### config.mk
export PLATFORM = sky130hd
export DESIGN_NAME = fba_front
export DESIGN_NICKNAME = d
export VERILOG_FILES = /design/src/hw/rtl/frame_bitmap_allocator_unit_assert.svh /design/src/hw/rtl/fba_pkg.sv /design/src/hw/rtl/fba_front.sv
export SDC_FILE = /design/constraint.sdc
export NUM_CORES = 1
export LEC_CHECK = 0
export BUFFER_PORTS_ARGS = -buffer_cell sky130_fd_sc_hd__buf_2
export CAP_MARGIN = 10
export CORE_MARGIN = 3
export CORE_UTILIZATION = 48
export DETAILED_ROUTE_END_ITERATION = 10
export GPL_ROUTABILITY_DRIVEN = 0
export PLACE_DENSITY_LB_ADDON = 0.15
export SLEW_MARGIN = 20
export SYNTH_ARGS = -nofsm -noshare
export SYNTH_HDL_FRONTEND = slang
export SYNTH_SLANG_ARGS = --single-unit
### constraint.sdc
create_clock -name vclk -period 9.6
set_input_delay 1.92 -clock vclk [all_inputs]
set_output_delay 1.92 -clock vclk [all_outputs]
set_load 0.01 [all_outputs]
### src/hw/rtl/frame_bitmap_allocator_unit_assert.svh
// assertion macros for the frame bitmap allocator
// used by fba_back, the one module of hw/rtl that checks its own logic
`ifndef FRAME_BITMAP_ALLOCATOR_UNIT_ASSERT_SVH
`define FRAME_BITMAP_ALLOCATOR_UNIT_ASSERT_SVH
`ifndef SYNTH
`define FBA_ASSERT(lbl, clk, rstn, prop) \
  lbl: assert property (@(posedge clk) disable iff (!rstn) prop) \
    else $error("fba assertion failed");
`define FBA_NEVER(lbl, clk, rstn, cond) \
  lbl: assert property (@(posedge clk) disable iff (!rstn) !(cond)) \
    else $error("fba forbidden condition");
`else
`define FBA_ASSERT(lbl, clk, rstn, prop)
`define FBA_NEVER(lbl, clk, rstn, cond)
`endif
`endif

### src/hw/rtl/fba_pkg.sv
// shared constants and types of the frame bitmap allocator
// no dependencies
package fba_pkg;

  localparam int FRAMES_DEF      = 131072;
  localparam int FRAME_BYTES_DEF = 4096;
  localparam int ADDR_W          = 64;
  localparam int KIND_W          = 3;
  localparam int FADDR_W         = 29;
  localparam int OP_W            = 3;

  // request kinds on the input channel
  localparam logic [KIND_W-1:0] KIND_ALLOC   = 3'd0;
  localparam logic [KIND_W-1:0] KIND_FREE    = 3'd1;
  localparam logic [KIND_W-1:0] KIND_RESERVE = 3'd2;
  localparam logic [KIND_W-1:0] KIND_RELEASE = 3'd3;
  localparam logic [KIND_W-1:0] KIND_MARK    = 3'd4;

  // classified operations passed to the back end
  localparam logic [OP_W-1:0] OP_NOP   = 3'd0;
  localparam logic [OP_W-1:0] OP_ALLOC = 3'd1;
  localparam logic [OP_W-1:0] OP_SET   = 3'd2;
  localparam logic [OP_W-1:0] OP_CLR   = 3'd3;
  localparam logic [OP_W-1:0] OP_MARK  = 3'd4;

  typedef struct packed {
    logic init_busy;
  } back_stat_t;

endpackage

### src/hw/rtl/fba_front.sv
// front end: turns a request into an operation on a frame range
// depends on fba_pkg
module fba_front #(
  parameter int FRAMES      = fba_pkg::FRAMES_DEF,
  parameter int FRAME_BYTES = fba_pkg::FRAME_BYTES_DEF,
  parameter int FW          = $clog2(FRAMES + 1)
) (
  input  logic [fba_pkg::KIND_W-1:0] kind,
  input  logic [fba_pkg::ADDR_W-1:0] start_addr,
  input  logic [fba_pkg::ADDR_W-1:0] end_addr,
  output logic [fba_pkg::OP_W-1:0]   op,
  output logic [FW-1:0]              lo,
  output logic [FW-1:0]              hi
);

  localparam int FB_SHIFT = $clog2(FRAME_BYTES);
  localparam logic [63:0] LIMIT = 64'(FRAMES) << FB_SHIFT;

  logic [63:0] end_c;
  logic [63:0] s_fl;
  logic [63:0] s_cl;
  logic [63:0] e_fl;
  logic [63:0] e_cl;

  always_comb begin
    end_c = (end_addr > LIMIT) ? LIMIT : end_addr;
    s_fl  = start_addr >> FB_SHIFT;
    s_cl  = s_fl + 64'(|start_addr[FB_SHIFT-1:0]);
    e_fl  = end_c >> FB_SHIFT;
    e_cl  = e_fl + 64'(|end_c[FB_SHIFT-1:0]);
    op    = fba_pkg::OP_NOP;
    lo    = '0;
    hi    = '0;
    case (kind)
      fba_pkg::KIND_ALLOC: begin
        op = fba_pkg::OP_ALLOC;
      end
      fba_pkg::KIND_FREE: begin
        if (s_fl < 64'(FRAMES)) begin
          op = fba_pkg::OP_CLR;
          lo = FW'(s_fl);
          hi = FW'(s_fl + 64'd1);
        end
      end
      fba_pkg::KIND_RESERVE: begin
        if (start_addr < LIMIT && start_addr < end_c) begin
          op = fba_pkg::OP_SET;
          lo = FW'(s_fl);
          hi = FW'(e_cl);
        end
      end
      fba_pkg::KIND_RELEASE: begin
        // rounded inward, may leave no whole frame
        if (start_addr < end_c && s_cl < e_fl) begin
          op = fba_pkg::OP_CLR;
          lo = FW'(s_cl);
          hi = FW'(e_fl);
        end
      end
      fba_pkg::KIND_MARK: begin
        op = fba_pkg::OP_MARK;
      end
      default: begin
        op = fba_pkg::OP_NOP;
      end
    endcase
  end

endmodule

=== Word level (Yosys, flattened, before mapping) ===
Index checks and enable logic that the tools add are counted.
W data, S select, Z words.

* Output and inout bits: 39
* Logic and storage cells: 30
* Flip-flop bits (word level): 0

* $add $sub $neg: 3
* Magnitude comparators: 5
* Reduce and logical (&&, ||, !) cells: 5
* Equal/unequal tests: 4
* Multiplexer cells: 13

{| class="wikitable"
|+ Operator list
! cell !! count
|-
| $mux W18 || 6
|-
| $pmux W18 S3 || 2
|-
| $gt A64 B30 Y1 const B || 1
|-
| $lt A64 B30 Y1 const B || 1
|-
| $lt A64 B64 Y1 || 1
|-
| $mux W64 || 1
|-
| $add A52 B1 Y53 || 1
|-
| $lt A53 B52 Y1 || 1
|-
| $lt A52 B18 Y1 const B || 1
|-
| $reduce_or A12 Y1 || 2
|-
| $add A18 B1 Y18 || 1
|-
| $add A18 B1 Y18 const B || 1
|-
| $pmux W3 S5 || 1
|-
| $eq A3 B2 Y1 const B || 2
|-
| $mux W2 || 3
|-
| $eq A3 B1 Y1 const B || 1
|-
| $eq A3 B3 Y1 const B || 1
|-
| $logic_not A3 Y1 || 1
|-
| $logic_and A1 B1 Y1 || 2
|}

=== Logic depth before layout (Yosys ltp) ===
* Word-level depth: 6
* Mapped depth: 21
* Gate-level depth less buffers: 20

=== Worst setup path after synthesis ===
Ideal clock, no wire load.

* Path type: input to output
* Start point: input start_addr[14] (netlist name)
* End point: output lo[0]
* Arrival: 5.748 ns
* Stages: 20
* Buffers on the path: 3
* Slack: 1.932 ns
* Path through: buf_2 -> and3_1 -> and3_1 -> buf_2 -> and3_1 -> nand2_1 -> nor3b_2 -> nand2_1 -> nor2_1 -> xnor2_1 -> ha_1 -> nand2_1 -> o21ai_1 -> a2111oi_2 -> o41ai_2 -> or3_1 -> o21ai_4 -> nand2_2 -> buf_6 -> o21ai_0

* Cells in the longest elaborated chain, start to end: 5

{| class="wikitable"
|+ Ends and longest elaborated chain
! item !! RTL line !! text
|-
| start: declaration || fba_front.sv:9 || <nowiki>input logic [fba_pkg::ADDR_W-1:0] start_addr,</nowiki>
|-
| $add A52 B1 Y53 || fba_front.sv:28 || <nowiki>s_cl = s_fl + 64'(|start_addr[FB_SHIFT-1:0]);</nowiki>
|-
| $lt A53 B52 Y1 || fba_front.sv:54 || <nowiki>if (start_addr < end_c && s_cl < e_fl) begin</nowiki>
|-
| $logic_and A1 B1 Y1 || fba_front.sv:54 ||
|-
| $mux W18 || fba_front.sv:54 ||
|-
| $pmux W18 S3 (*) || fba_front.sv:34 || <nowiki>case (kind)</nowiki>
|-
| end: declaration || fba_front.sv:12 || <nowiki>output logic [FW-1:0] lo,</nowiki>
|}

Mark *: on every way between the ends. The rest lies on a longest branch, timed or not.

=== Worst setup path in the final report ===
* Start point: input start_addr[7] (netlist name)
* End point: output hi[11]

* Cells in the longest elaborated chain, start to end: 6

{| class="wikitable"
|+ Ends and longest elaborated chain
! item !! RTL line !! text
|-
| $reduce_or A12 Y1 || fba_front.sv:28 ||
|-
| $add A52 B1 Y53 || fba_front.sv:28 ||
|-
| $lt A53 B52 Y1 || fba_front.sv:54 ||
|-
| $logic_and A1 B1 Y1 || fba_front.sv:54 ||
|-
| $mux W18 || fba_front.sv:54 ||
|-
| $pmux W18 S3 (*) || fba_front.sv:34 ||
|-
| end: declaration || fba_front.sv:13 || <nowiki>output logic [FW-1:0] hi</nowiki>
|}

Marks and branches as above.

==> flow_summary.json <==
{
  "status": "complete, no violations",
  "cp_slowest_cell": "or3_1",
  "synth.cell_area_um2": 5320,
  "rsz0062_at_grt": "false",
  "viasPerCell": 6.04,
  "die_y_um": 111,
  "post-synth-top-count-cell": "ha_1",
  "final.clkbuf_count": 0,
  "first_global_vias": 6244,
  "final_area_um2": 6470,
  "critical_path_required_ns": 7.68,
  "place_hpwl_um": 15500,
  "wl_per_cell_um": 17.1,
  "start_kind": "input port",
  "worstSetupPathType": "in2out",
  "grt_max_degree": 22,
  "row_count": 37,
  "track_usage_pct": 28.5,
  "holdBufCountCts": 0,
  "syn_to_final_growth_pct": 21.6,
  "ys_types": 65,
  "crit_arrival_ns": 6.87,
  "num_io_pins": 170,
  "report.final.hold_viol_count": 0,
  "crit_chain": "buf_2, nor4_1, nand3_1, ha_1, ha_1, nand3_1, nor3_4, and3_1, nand2_1, nor3_1, xor2_1, ha_1, a21oi_1, o21ai_1, a2111oi_2, o41ai_2, or3_1, o21ai_4, nand2_2, o221ai_1, buf_2",
  "maxSlewHeadroom_pct": 42.9,
  "place_area_um2": 6470,
  "path_common_cell": "ha_1",
  "regArea_um2": 0,
  "synthTopCellsByArea": "ha_1, xnor2_1, nand2_1",
  "p_int_w": 0.0000824,
  "fmaxAchievable_ghz": 0.114,
  "netlist_instances": 737,
  "grt_overflow_total": 0,
  "worst_pin_slew_ns": 0.854,
  "cp_max_fo": 17,
  "period_minus_slack_ns": 8.79,
  "cap_violations": 0,
  "fill_cells": 1046,
  "p_sw_w": 0.000116,
  "drive_gt1_share_pct": 21.1,
  "crit_buf_inv": 2,
  "die_area_um2": 12400,
  "final_max_slew_viol_count": 0,
  "tns_ns": 0,
  "post-synth-top-area-fraction_pct": 28.0,
  "vias": 6556,
  "p_comb_share_pct": 100.0,
  "die_w_um": 111,
  "seq_cells": 0,
  "setup_viol": 0,
  "max-vdd-ir-drop_uv": 16.8,
  "period_share_pct": 91.6,
  "post_cts_buffers": 0,
  "hold_path_class": "in2out",
  "leakagePower_nw": 2.94,
  "power_density_nw_per_um2": 30.7,
  "antenna_cells": 0,
  "coreArea_um2": 10600,
  "swShare_pct": 58.5,
  "drc_errors": 0,
  "antenna_left": 0,
  "avgSynthCellArea_um2": 7.22,
  "netlist_top_cells_count": "ha_1, nand2_1, nand3_1",
  "pwr-share-clk_pct": 0,
  "postCtsResizedCells": 0,
  "cp-end-kind": "output port",
  "ys_seq_area_share_pct": 0,
  "dr.pass1.iters": 5,
  "yosysTopAreaCell": "ha_1",
  "portBuffers": 170,
  "pwr-share-seq_pct": 0,
  "grt_pass1_wl_um": 30200,
  "routed_wl_um": 18500,
  "initial_core_util_pct": 50.4,
  "drtIter0Drc": 478,
  "antenna_found_initial": 0,
  "cpLargestDelayFamily": "simple AND/OR/NAND/NOR gates",
  "slowest_delay_ns": 0.46,
  "yosys_warnings": 0,
  "nets": 1201
}
## power groups by stage
stage                     combinational (W)  sequential, W  clock (W)
after global routing               0.000225              0          0
final                              0.000199              0          0
after global placement             0.000193              0          0
after detailed placement           0.000194              0          0
after floorplan                    0.000122              0          0
after CTS                          0.000196              0          0
## per-layer routing
layer	part of all wire, %	track usage, %	wire length [µm]
met4	1.9	5.76	355
met3	7.7	2.07	1430
met1	43	37.8	7910
met2	48	50.4	8830
met5	0	0	0
## cell type report
cell class         count  area (µm²)  share of cell area [%]
well taps            136         170                    2.63
multi-input cells    758        5350                    82.6
inverters             15        56.3                   0.871
repair buffers       176         896                    13.9
## path summary, 6_finish.rpt
check / cells past startpoint / endpoint / startpoint
max: 21 / hi[11] / start_addr[7]
min: 3 / op[2] / kind[1]
## stage by stage
step / hold WS (ns) / utilization, % / cells / setup slack, ns / power (W)
CTS: 4.12 / 61.3 / 1085 / 0.845 / 0.000196
global placement: 4.11 / 61.3 / 1085 / 0.974 / 0.000193
global route: 4.13 / 61.3 / 1085 / 0.294 / 0.000225
detailed placement: 4.11 / 61.3 / 1085 / 0.840 / 0.000194
floorplan: 3.89 / - / 804 / 1.93 / 0.000122
finish: 4.11 / 61.3 / 1085 / 0.805 / 0.000199
## cells by family (layout without fill, tap and decap cells)
family | count (synthesis) | count (layout) | synth area share, %
other | 1 | 68 | 0.0705
AND/OR/NAND/NOR | 327 | 327 | 32.4
buffers and inverters | 46 | 191 | 4.37
XOR/XNOR | 66 | 66 | 10.9
AO/OA/AOI/OAI | 172 | 172 | 23.2
adder cells (fa/ha/maj) | 119 | 119 | 28.0
multiplexers | 6 | 6 | 1.13
## cell usage in the layout (no fill, tap or decap), types with 8 or more instances in the layout
cell type	n
buf_2	170
ha_1	119
nand2_1	84
conb_1	68
nand3_1	53
nor2_1	49
nand4_1	45
xnor2_1	44
a21oi_1	41
nor4_1	27
xor2_1	22
o21ai_0	22
and3_1	19
inv_1	15
a31oi_1	15
a211oi_1	11
o221ai_1	10
nor3_1	8
a21o_1	8
(Power assumes the default switching activity.)
