## src/hw/rtl/frame_bitmap_allocator_unit_assert.svh

```systemverilog
// assertion macros for the frame bitmap allocator
// used by fba_back, the one module of hw/rtl that checks its own logic
`ifndef FRAME_BITMAP_ALLOCATOR_UNIT_ASSERT_SVH
`define FRAME_BITMAP_ALLOCATOR_UNIT_ASSERT_SVH
`ifndef SYNTH
`define FBA_ASSERT(lbl, clk, rstn, prop) \
  lbl: assert property (@(posedge clk) disable iff (!rstn) prop) \
    else $error("fba assertion failed");
`define FBA_NEVER(lbl, clk, rstn, cond) \
  lbl: assert property (@(posedge clk) disable iff (!rstn) !(cond)) \
    else $error("fba forbidden condition");
`else
`define FBA_ASSERT(lbl, clk, rstn, prop)
`define FBA_NEVER(lbl, clk, rstn, cond)
`endif
`endif

```

## src/hw/rtl/fba_queue.sv

```systemverilog
// two-entry queue between front and back end
// depends on nothing but its width parameter
module fba_queue #(
  parameter int W = 8
) (
  input  logic         clk,
  input  logic         rst_n,
  input  logic         push_valid,
  output logic         push_ready,
  input  logic [W-1:0] push_data,
  output logic         pop_valid,
  input  logic         pop_ready,
  output logic [W-1:0] pop_data
);

  logic [W-1:0] slot_r [2];
  logic         wp_r;
  logic         wp_nxt;
  logic         rp_r;
  logic         rp_nxt;
  logic [1:0]   cnt_r;
  logic [1:0]   cnt_nxt;
  logic         do_push;
  logic         do_pop;

  assign push_ready = (cnt_r != 2'd2);
  assign pop_valid  = (cnt_r != 2'd0);
  assign pop_data   = slot_r[rp_r];
  assign do_push    = push_valid & push_ready;
  assign do_pop     = pop_valid & pop_ready;

  always_comb begin
    wp_nxt  = wp_r ^ do_push;
    rp_nxt  = rp_r ^ do_pop;
    cnt_nxt = cnt_r + {1'b0, do_push} - {1'b0, do_pop};
  end

  always_ff @(posedge clk) begin
    if (!rst_n) begin
      wp_r  <= 1'b0;
      rp_r  <= 1'b0;
      cnt_r <= 2'd0;
    end else begin
      wp_r  <= wp_nxt;
      rp_r  <= rp_nxt;
      cnt_r <= cnt_nxt;
    end
  end

  always_ff @(posedge clk) begin
    if (do_push) begin
      slot_r[wp_r] <= push_data;
    end
  end

endmodule

```

## config.mk

```make
export PLATFORM = sky130hd
export DESIGN_NAME = fba_queue
export DESIGN_NICKNAME = d
export VERILOG_FILES = /design/src/hw/rtl/frame_bitmap_allocator_unit_assert.svh /design/src/hw/rtl/fba_queue.sv
export SDC_FILE = /design/constraint.sdc
export NUM_CORES = 1
export LEC_CHECK = 0
export ABC_AREA = 1
export BUFFER_PORTS_ARGS = -buffer_cell sky130_fd_sc_hd__buf_2
export CAP_MARGIN = 20
export CORE_MARGIN = 2
export CORE_UTILIZATION = 45
export DETAILED_ROUTE_END_ITERATION = 10
export PLACE_DENSITY = 0.72
export SYNTH_ARGS = -nofsm -noshare
export SYNTH_HDL_FRONTEND = slang
export SYNTH_SLANG_ARGS = --single-unit
```

## constraint.sdc

```tcl
create_clock -name clk -period 1.2 [get_ports clk]
set_input_delay 0 -clock clk [delete_from_list [all_inputs] [get_ports clk]]
set_output_delay 0 -clock clk [all_outputs]
set_load 0.01 [all_outputs]
```

======== After elaboration in Yosys (flattened, before gate mapping) ========
Memories as Yosys holds them, arrays and structs flattened. A register that Yosys moved wholly into a read port is not among the register bits.
Index checks and enable logic that the tools add are counted.
word-level totals
  output and inout port bits .............. 10
  memories ................................ 1
  logic and storage cells ................. 15
  register bits ........................... 4
  input bits .............................. 12
  RAM bits ................................ 16
memories
  name    depth  width  rd ports  clocked after memory_dff  wr ports  line             RTL
  slot_r  2      8      1         1                         1         fba_queue.sv:16  logic [W-1:0] slot_r [2];
cells by class
  add/subtract/negate cells ............... 2
  equal/unequal tests ..................... 1
  reduce and logical (&&, ||, !) cells .... 1
  bitwise gates (word level) .............. 4
  mux-type cells .......................... 3
operators by type and width
  kind                                         number
  1-bit two-way mux                            3
  2-bit by 1-bit adder with 2-bit output       1
  1-bit AND                                    2
  2-bit != test (second input constant)        1
  2-bit nonzero test                           1
  2-bit by 1-bit subtractor with 2-bit output  1
  1-bit XOR                                    2

======== Logic depth before layout (Yosys ltp) ========
  depth after elaboration ................. 4
  gate-level depth with buffers ........... 11
  gate-level depth less buffers ........... 11

======== Worst setup path before layout ========
OpenSTA, ideal clock, no wires.
  path kind ............................... flip-flop to flip-flop
  from .................................... reg cnt_r[0]
  to ...................................... mem slot_r[1][0] (enable)
  data arrival time ....................... 957 ps
  slack ................................... -127 ps
  path buffers ............................ 0
  period minus slack after synthesis ...... 1327 ps
  setup time .............................. 371 ps
  required time ........................... 829 ps
  cell stages (with the launch flop) ...... 5
  cell sequence ........................... dfxtp_1 -> inv_1 -> nand2_2 -> nand2_4 -> nor2_1
between the ends
  cells in the longest elaborated chain, start to end .. 4
ends and longest elaborated chain
  item                                     line             RTL
  start, declared                          fba_queue.sv:21  logic [1:0] cnt_r;
  start signal, assigned                   fba_queue.sv:46  cnt_r <= cnt_nxt;
  2-bit != test                            fba_queue.sv:26  assign push_ready = (cnt_r != 2'd2);
  net push_ready                           fba_queue.sv:9   output logic push_ready,
  1-bit AND                                fba_queue.sv:29  assign do_push = push_valid & push_ready;
  1-bit two-way mux                        fba_queue.sv:51  if (do_push) begin
  1-bit two-way mux (not written as such)  fba_queue.sv:52  slot_r[wp_r] <= push_data;
  end, declared                            fba_queue.sv:16
The timed path passes the listed nets, and every way through them passes these cells.

======== Worst setup path in the final report ========
  from .................................... reg cnt_r[0]
  to ...................................... reg cnt_r[1]
between the ends
  cells in the longest elaborated chain, start to end .. 4
  elaborated cells on any way between the ends .. 6
  classes of those cells .................. add/sub: 2; eq/ne: 1; bitwise: 2; reduce/logical: 1
ends and longest elaborated chain
  item                                             line             RTL
  2-bit != test                                    fba_queue.sv:26
  1-bit AND                                        fba_queue.sv:29
  2-bit by 1-bit adder with 2-bit output           fba_queue.sv:35  cnt_nxt = cnt_r + {1'b0, do_push} - {1'b0, do_pop};
  2-bit by 1-bit subtractor with 2-bit output (*)  fba_queue.sv:35
Mark *: on every way between the ends. The rest lies on a longest branch, timed or not.
A chain may end at the register's enable or synchronous reset.

==> qor.csv <==
stage,metric,value,unit
power_and_ir_drop,switching_share,32.4,%
min_path,hold_path_class,input pin to flop,
floorplanning,row_count,15,
run_status,failed_checks,"hold timing, setup timing",
cells_and_area,area_delta_synth_final,58.5,%
sta,worst_pin_slew,0.205,ns
worst_setup_path,worstPathArrival,1.58,ns
logic_synthesis,netlist_top_cells_area,"edfxtp_1 (56%), dfxtp_1 (12%), mux2_1 (11%), inv_1 (3.1%), ha_1 (2.9%)",
power_and_ir_drop,vdd_drop_max,1.51,mV
power_and_ir_drop,switching_power,0.894,mW
sta,period_share,114,%
global_routing,grt_pass1_wl,2570,um
drt,drc_errors,0,
worst_setup_path,worstReg2RegEnd,cnt_r[1]$_SDFF_PN0_,
placement,io_buffers,21,
cells_and_area,fin_nets,121,
sta,holdWs,-0.0906,ns
drt,drt-initial-drc-count,7,
run_status,status,"finished, violations left",
logic_synthesis,syn_area_per_cell,14.1,sq um
logic_synthesis,ys_seq_area_share,67.7,%
min_path,hp-start,rst_n,
global_routing,grt_max_degree,12,
logic_synthesis,synth_top_cell_by_area,edfxtp_1,
sta,fmax,0.734,GHz
floorplanning,start_util,48.6,%
drt,ant_nets,0,
cells_and_area,fill_cells,121,
logic_synthesis,synth_nets,75,
worst_setup_path,start_kind,flop,
logic_synthesis,yosys_register_bits,21,
clock_tree,htree_levels,1,
clock_tree,worstSkewPairLatency,0.32,ns
clock_tree,clk_path_buf_depth,2,
worst_setup_path,cp_cell_sequence,"nor2_4, nor2_4, xnor2_2, ha_2, nand2_1, nand2_2, nand3_2, nand2_1, nor2_1",
worst_setup_path,criticalPathCategory,flop to flop,
clock_tree,hold_buffers,9,
run,maxCapViolCount,0,
placement,place_ws,-0.127,ns
logic_synthesis,ys_warn_count,0,
floorplanning,core_area,1760,sq um
clock_tree,clkSinkCount,21,
sta,layout_setup_ws,-0.163,ns
cells_and_area,post-route-cell-area,1360,sq um
sta,finalSetupTns,-1.03,ns
power_and_ir_drop,leakagePower,0.584,nW
worst_setup_path,cp-end-kind,flop,
worst_setup_path,worst_ep_required_time,1.42,ns
clock_tree,cts-buffers-inserted,3,
worst_setup_path,crit_slowest_cell,dfxtp_4,
worst_setup_path,worstRegToRegCells,9,
drt,via_per_inst,4.65,
worst_setup_path,r2r_start,cnt_r[0]$_SDFF_PN0_,
floorplanning,die_width,47.6,um
placement,gp_congestion,0.748,
clock_tree,clkSlewWorstSetupHoldPaths,0.11,ns
sta,post-route-min-period,1.36,ns
clock_tree,cts_tree,yes,
drt,routed-via-count,609,
sta,fin_skew,0.0118,ns
clock_tree,root_buffer,clkbuf_4,
min_path,min_to,cnt_r[0]$_SDFF_PN0_,
global_routing,antenna_found_initial,0,
drt,wl_per_cell,13.6,um
floorplanning,pin_count,22,
sta,slew_headroom,86.3,%
logic_synthesis,synth_cells,61,
cells_and_area,num_antenna_cells,0,
sta,drv_slew,0,
cells_and_area,utilization,77.0,%
power_and_ir_drop,comb_power_share,47.4,%
logic_synthesis,synth_top_area_share,56.1,%
worst_setup_path,crit_path_max_incr_delay,0.38,ns
sta,hold_violations,4,
drt,drtPass1Iterations,3,
sta,setup_viol,25,
floorplanning,dieArea,2270,sq um
min_path,hold_path_depth,3,
global_routing,grt_util_all_layers,17.7,%
power_and_ir_drop,p_int,1.86,mW
power_and_ir_drop,power_frac_seq,40.3,%
worst_setup_path,crit_fanout,3,
drt,drt-total-wl,1790,um
cells_and_area,drive_gt1_share,59.4,%
global_routing,gr-total-overflow,0,
floorplanning,die_y,47.6,um
worst_setup_path,rrSetupSlack,-0.16,ns
power_and_ir_drop,power.density,2030,nW/um^2
placement,dpl-instance-area,1060,sq um
sta,grt_setup_unrepaired,true,
power_and_ir_drop,power.share.clock,12.4,%
logic_synthesis,synthDistinctLibCells,17,
logic_synthesis,syn_area,857,sq um
placement,hpwl,1010,um
global_routing,grt_pass1_vias,594,
==> worst max-delay path, delay by kind of cell (launching register included) <==
| kind | cells | cell delay [ns] |
|---|---|---|
| xor+xnor | 1 | 0.14 |
| simple gates | 7 | 0.53 |
| flops | 1 | 0.38 |
| fa+ha+maj | 1 | 0.21 |
==> logic make-up after synthesis <==
| kind of cell | after synthesis | share of synthesized area, % |
|---|---|---|
| AOI/OAI and AO/OA | 1 | 1.02 |
| buffers and inverters | 10 | 6.13 |
| DFF | 21 | 67.7 |
| xor gates and xnor gates | 1 | 1.02 |
| muxes | 8 | 10.5 |
| adders and majority gates | 2 | 2.92 |
| and+or+nand+nor | 18 | 10.7 |
==> flip-flops by register name, indices dropped and copies added, names as in the netlist, named ones only <==
signal	flops
cnt_r	2
rp_r	1
slot_r	16
wp_r	1
==> how the worst max path moves through the flow <==
| stage | depth (start not counted) | slack, ns | end | startpoint |
|---|---|---|---|---|
| floorplan | 10 | -0.08 | cnt_r[1]$_SDFF_PN0_ | cnt_r[0]$_SDFF_PN0_ |
| global placement | 10 | -0.09 | cnt_r[1]$_SDFF_PN0_ | cnt_r[0]$_SDFF_PN0_ |
| detailed placement | 10 | -0.13 | cnt_r[1]$_SDFF_PN0_ | cnt_r[0]$_SDFF_PN0_ |
| CTS | 11 | -0.13 | cnt_r[1]$_SDFF_PN0_ | cnt_r[0]$_SDFF_PN0_ |
| global route | 9 | -0.24 | cnt_r[1]$_SDFF_PN0_ | cnt_r[0]$_SDFF_PN0_ |
| finish | 9 | -0.16 | cnt_r[1]$_SDFF_PN0_ | cnt_r[0]$_SDFF_PN0_ |
==> repair_timing <==
action / in CTS / in global routing
setup endpoints to repair: 17 / 26
endpoints found under the hold margin: 21 / 4
buffers inserted: 2 / 3
pin swaps: 9 / 9
gates resized for setup: 29 / 5
cloned: 0 / 0
==> power by group through the flow <==
| stage | logic (mW) | clock network, mW | registers [mW] |
|---|---|---|---|
| global placement | 0.821 | 0 | 1.07 |
| CTS | 1.17 | 0.338 | 1.11 |
| floorplan | 0.570 | 0 | 1.03 |
| detailed placement | 0.847 | 0 | 1.08 |
| finish | 1.31 | 0.341 | 1.11 |
| global route | 1.42 | 0.372 | 1.13 |
==> placed cells by master (no fill, tap or decap) <==
master and count:
buf_2 13, xnor2_2 1, nand2_2 2, clkbuf_4 3, dfxtp_4 3, nor2_1 5
nor2_4 3, inv_2 2, bufinv_8 1, inv_1 5, nand3_2 1, nand2_4 2
edfxtp_1 16, dfxtp_1 2, nand2_1 5, ha_4 1, ha_2 1, buf_6 14
clkbuf_1 1, mux2_4 8, inv_4 1, buf_4 6, a21oi_2 1, dlygate4sd3_1 9
==> cell usage after synthesis (all sizes together) <==
cell type  instances
nand2              9
a21oi              1
nor2               8
xnor2              1
ha                 2
inv                8
mux2               8
bufinv             1
buf                1
edfxtp            16
nand3              1
dfxtp              5
==> stage by stage <==
stage          instances  hold slack [ns]  power, mW
2_1_floorplan         61           0.0934       1.60
3_3_place_gp         113            0.187       1.89
3_5_place_dp         113            0.192       1.93
4_1_cts              128          -0.0872       2.62
5_1_grt              131          -0.0678       2.92
6_report             131          -0.0906       2.76
==> routing by layer <==
layer  track usage, %  wire length [um]  up-vias  part of all wire [%]
met3             4.91                70        7                   3.9
met2             31.4               975       20                    55
met5                0                 0        -                     0
met4             10.8                58        0                   3.2
li1                 -                 -      291                     -
met1             18.6               680      291                    38
==> layout make-up <==
cell class / instances / area [sq um] / area share, %
flip-flops and latches: 21 / 592 / 43.6
repair buffers: 42 / 358 / 26.3
multi-input cells: 30 / 302 / 22.2
inverters: 9 / 50.0 / 3.68
well taps: 25 / 31.3 / 2.30
clock buffers: 4 / 26.3 / 1.93
No activity file was read; power rests on OpenSTA's default activity.
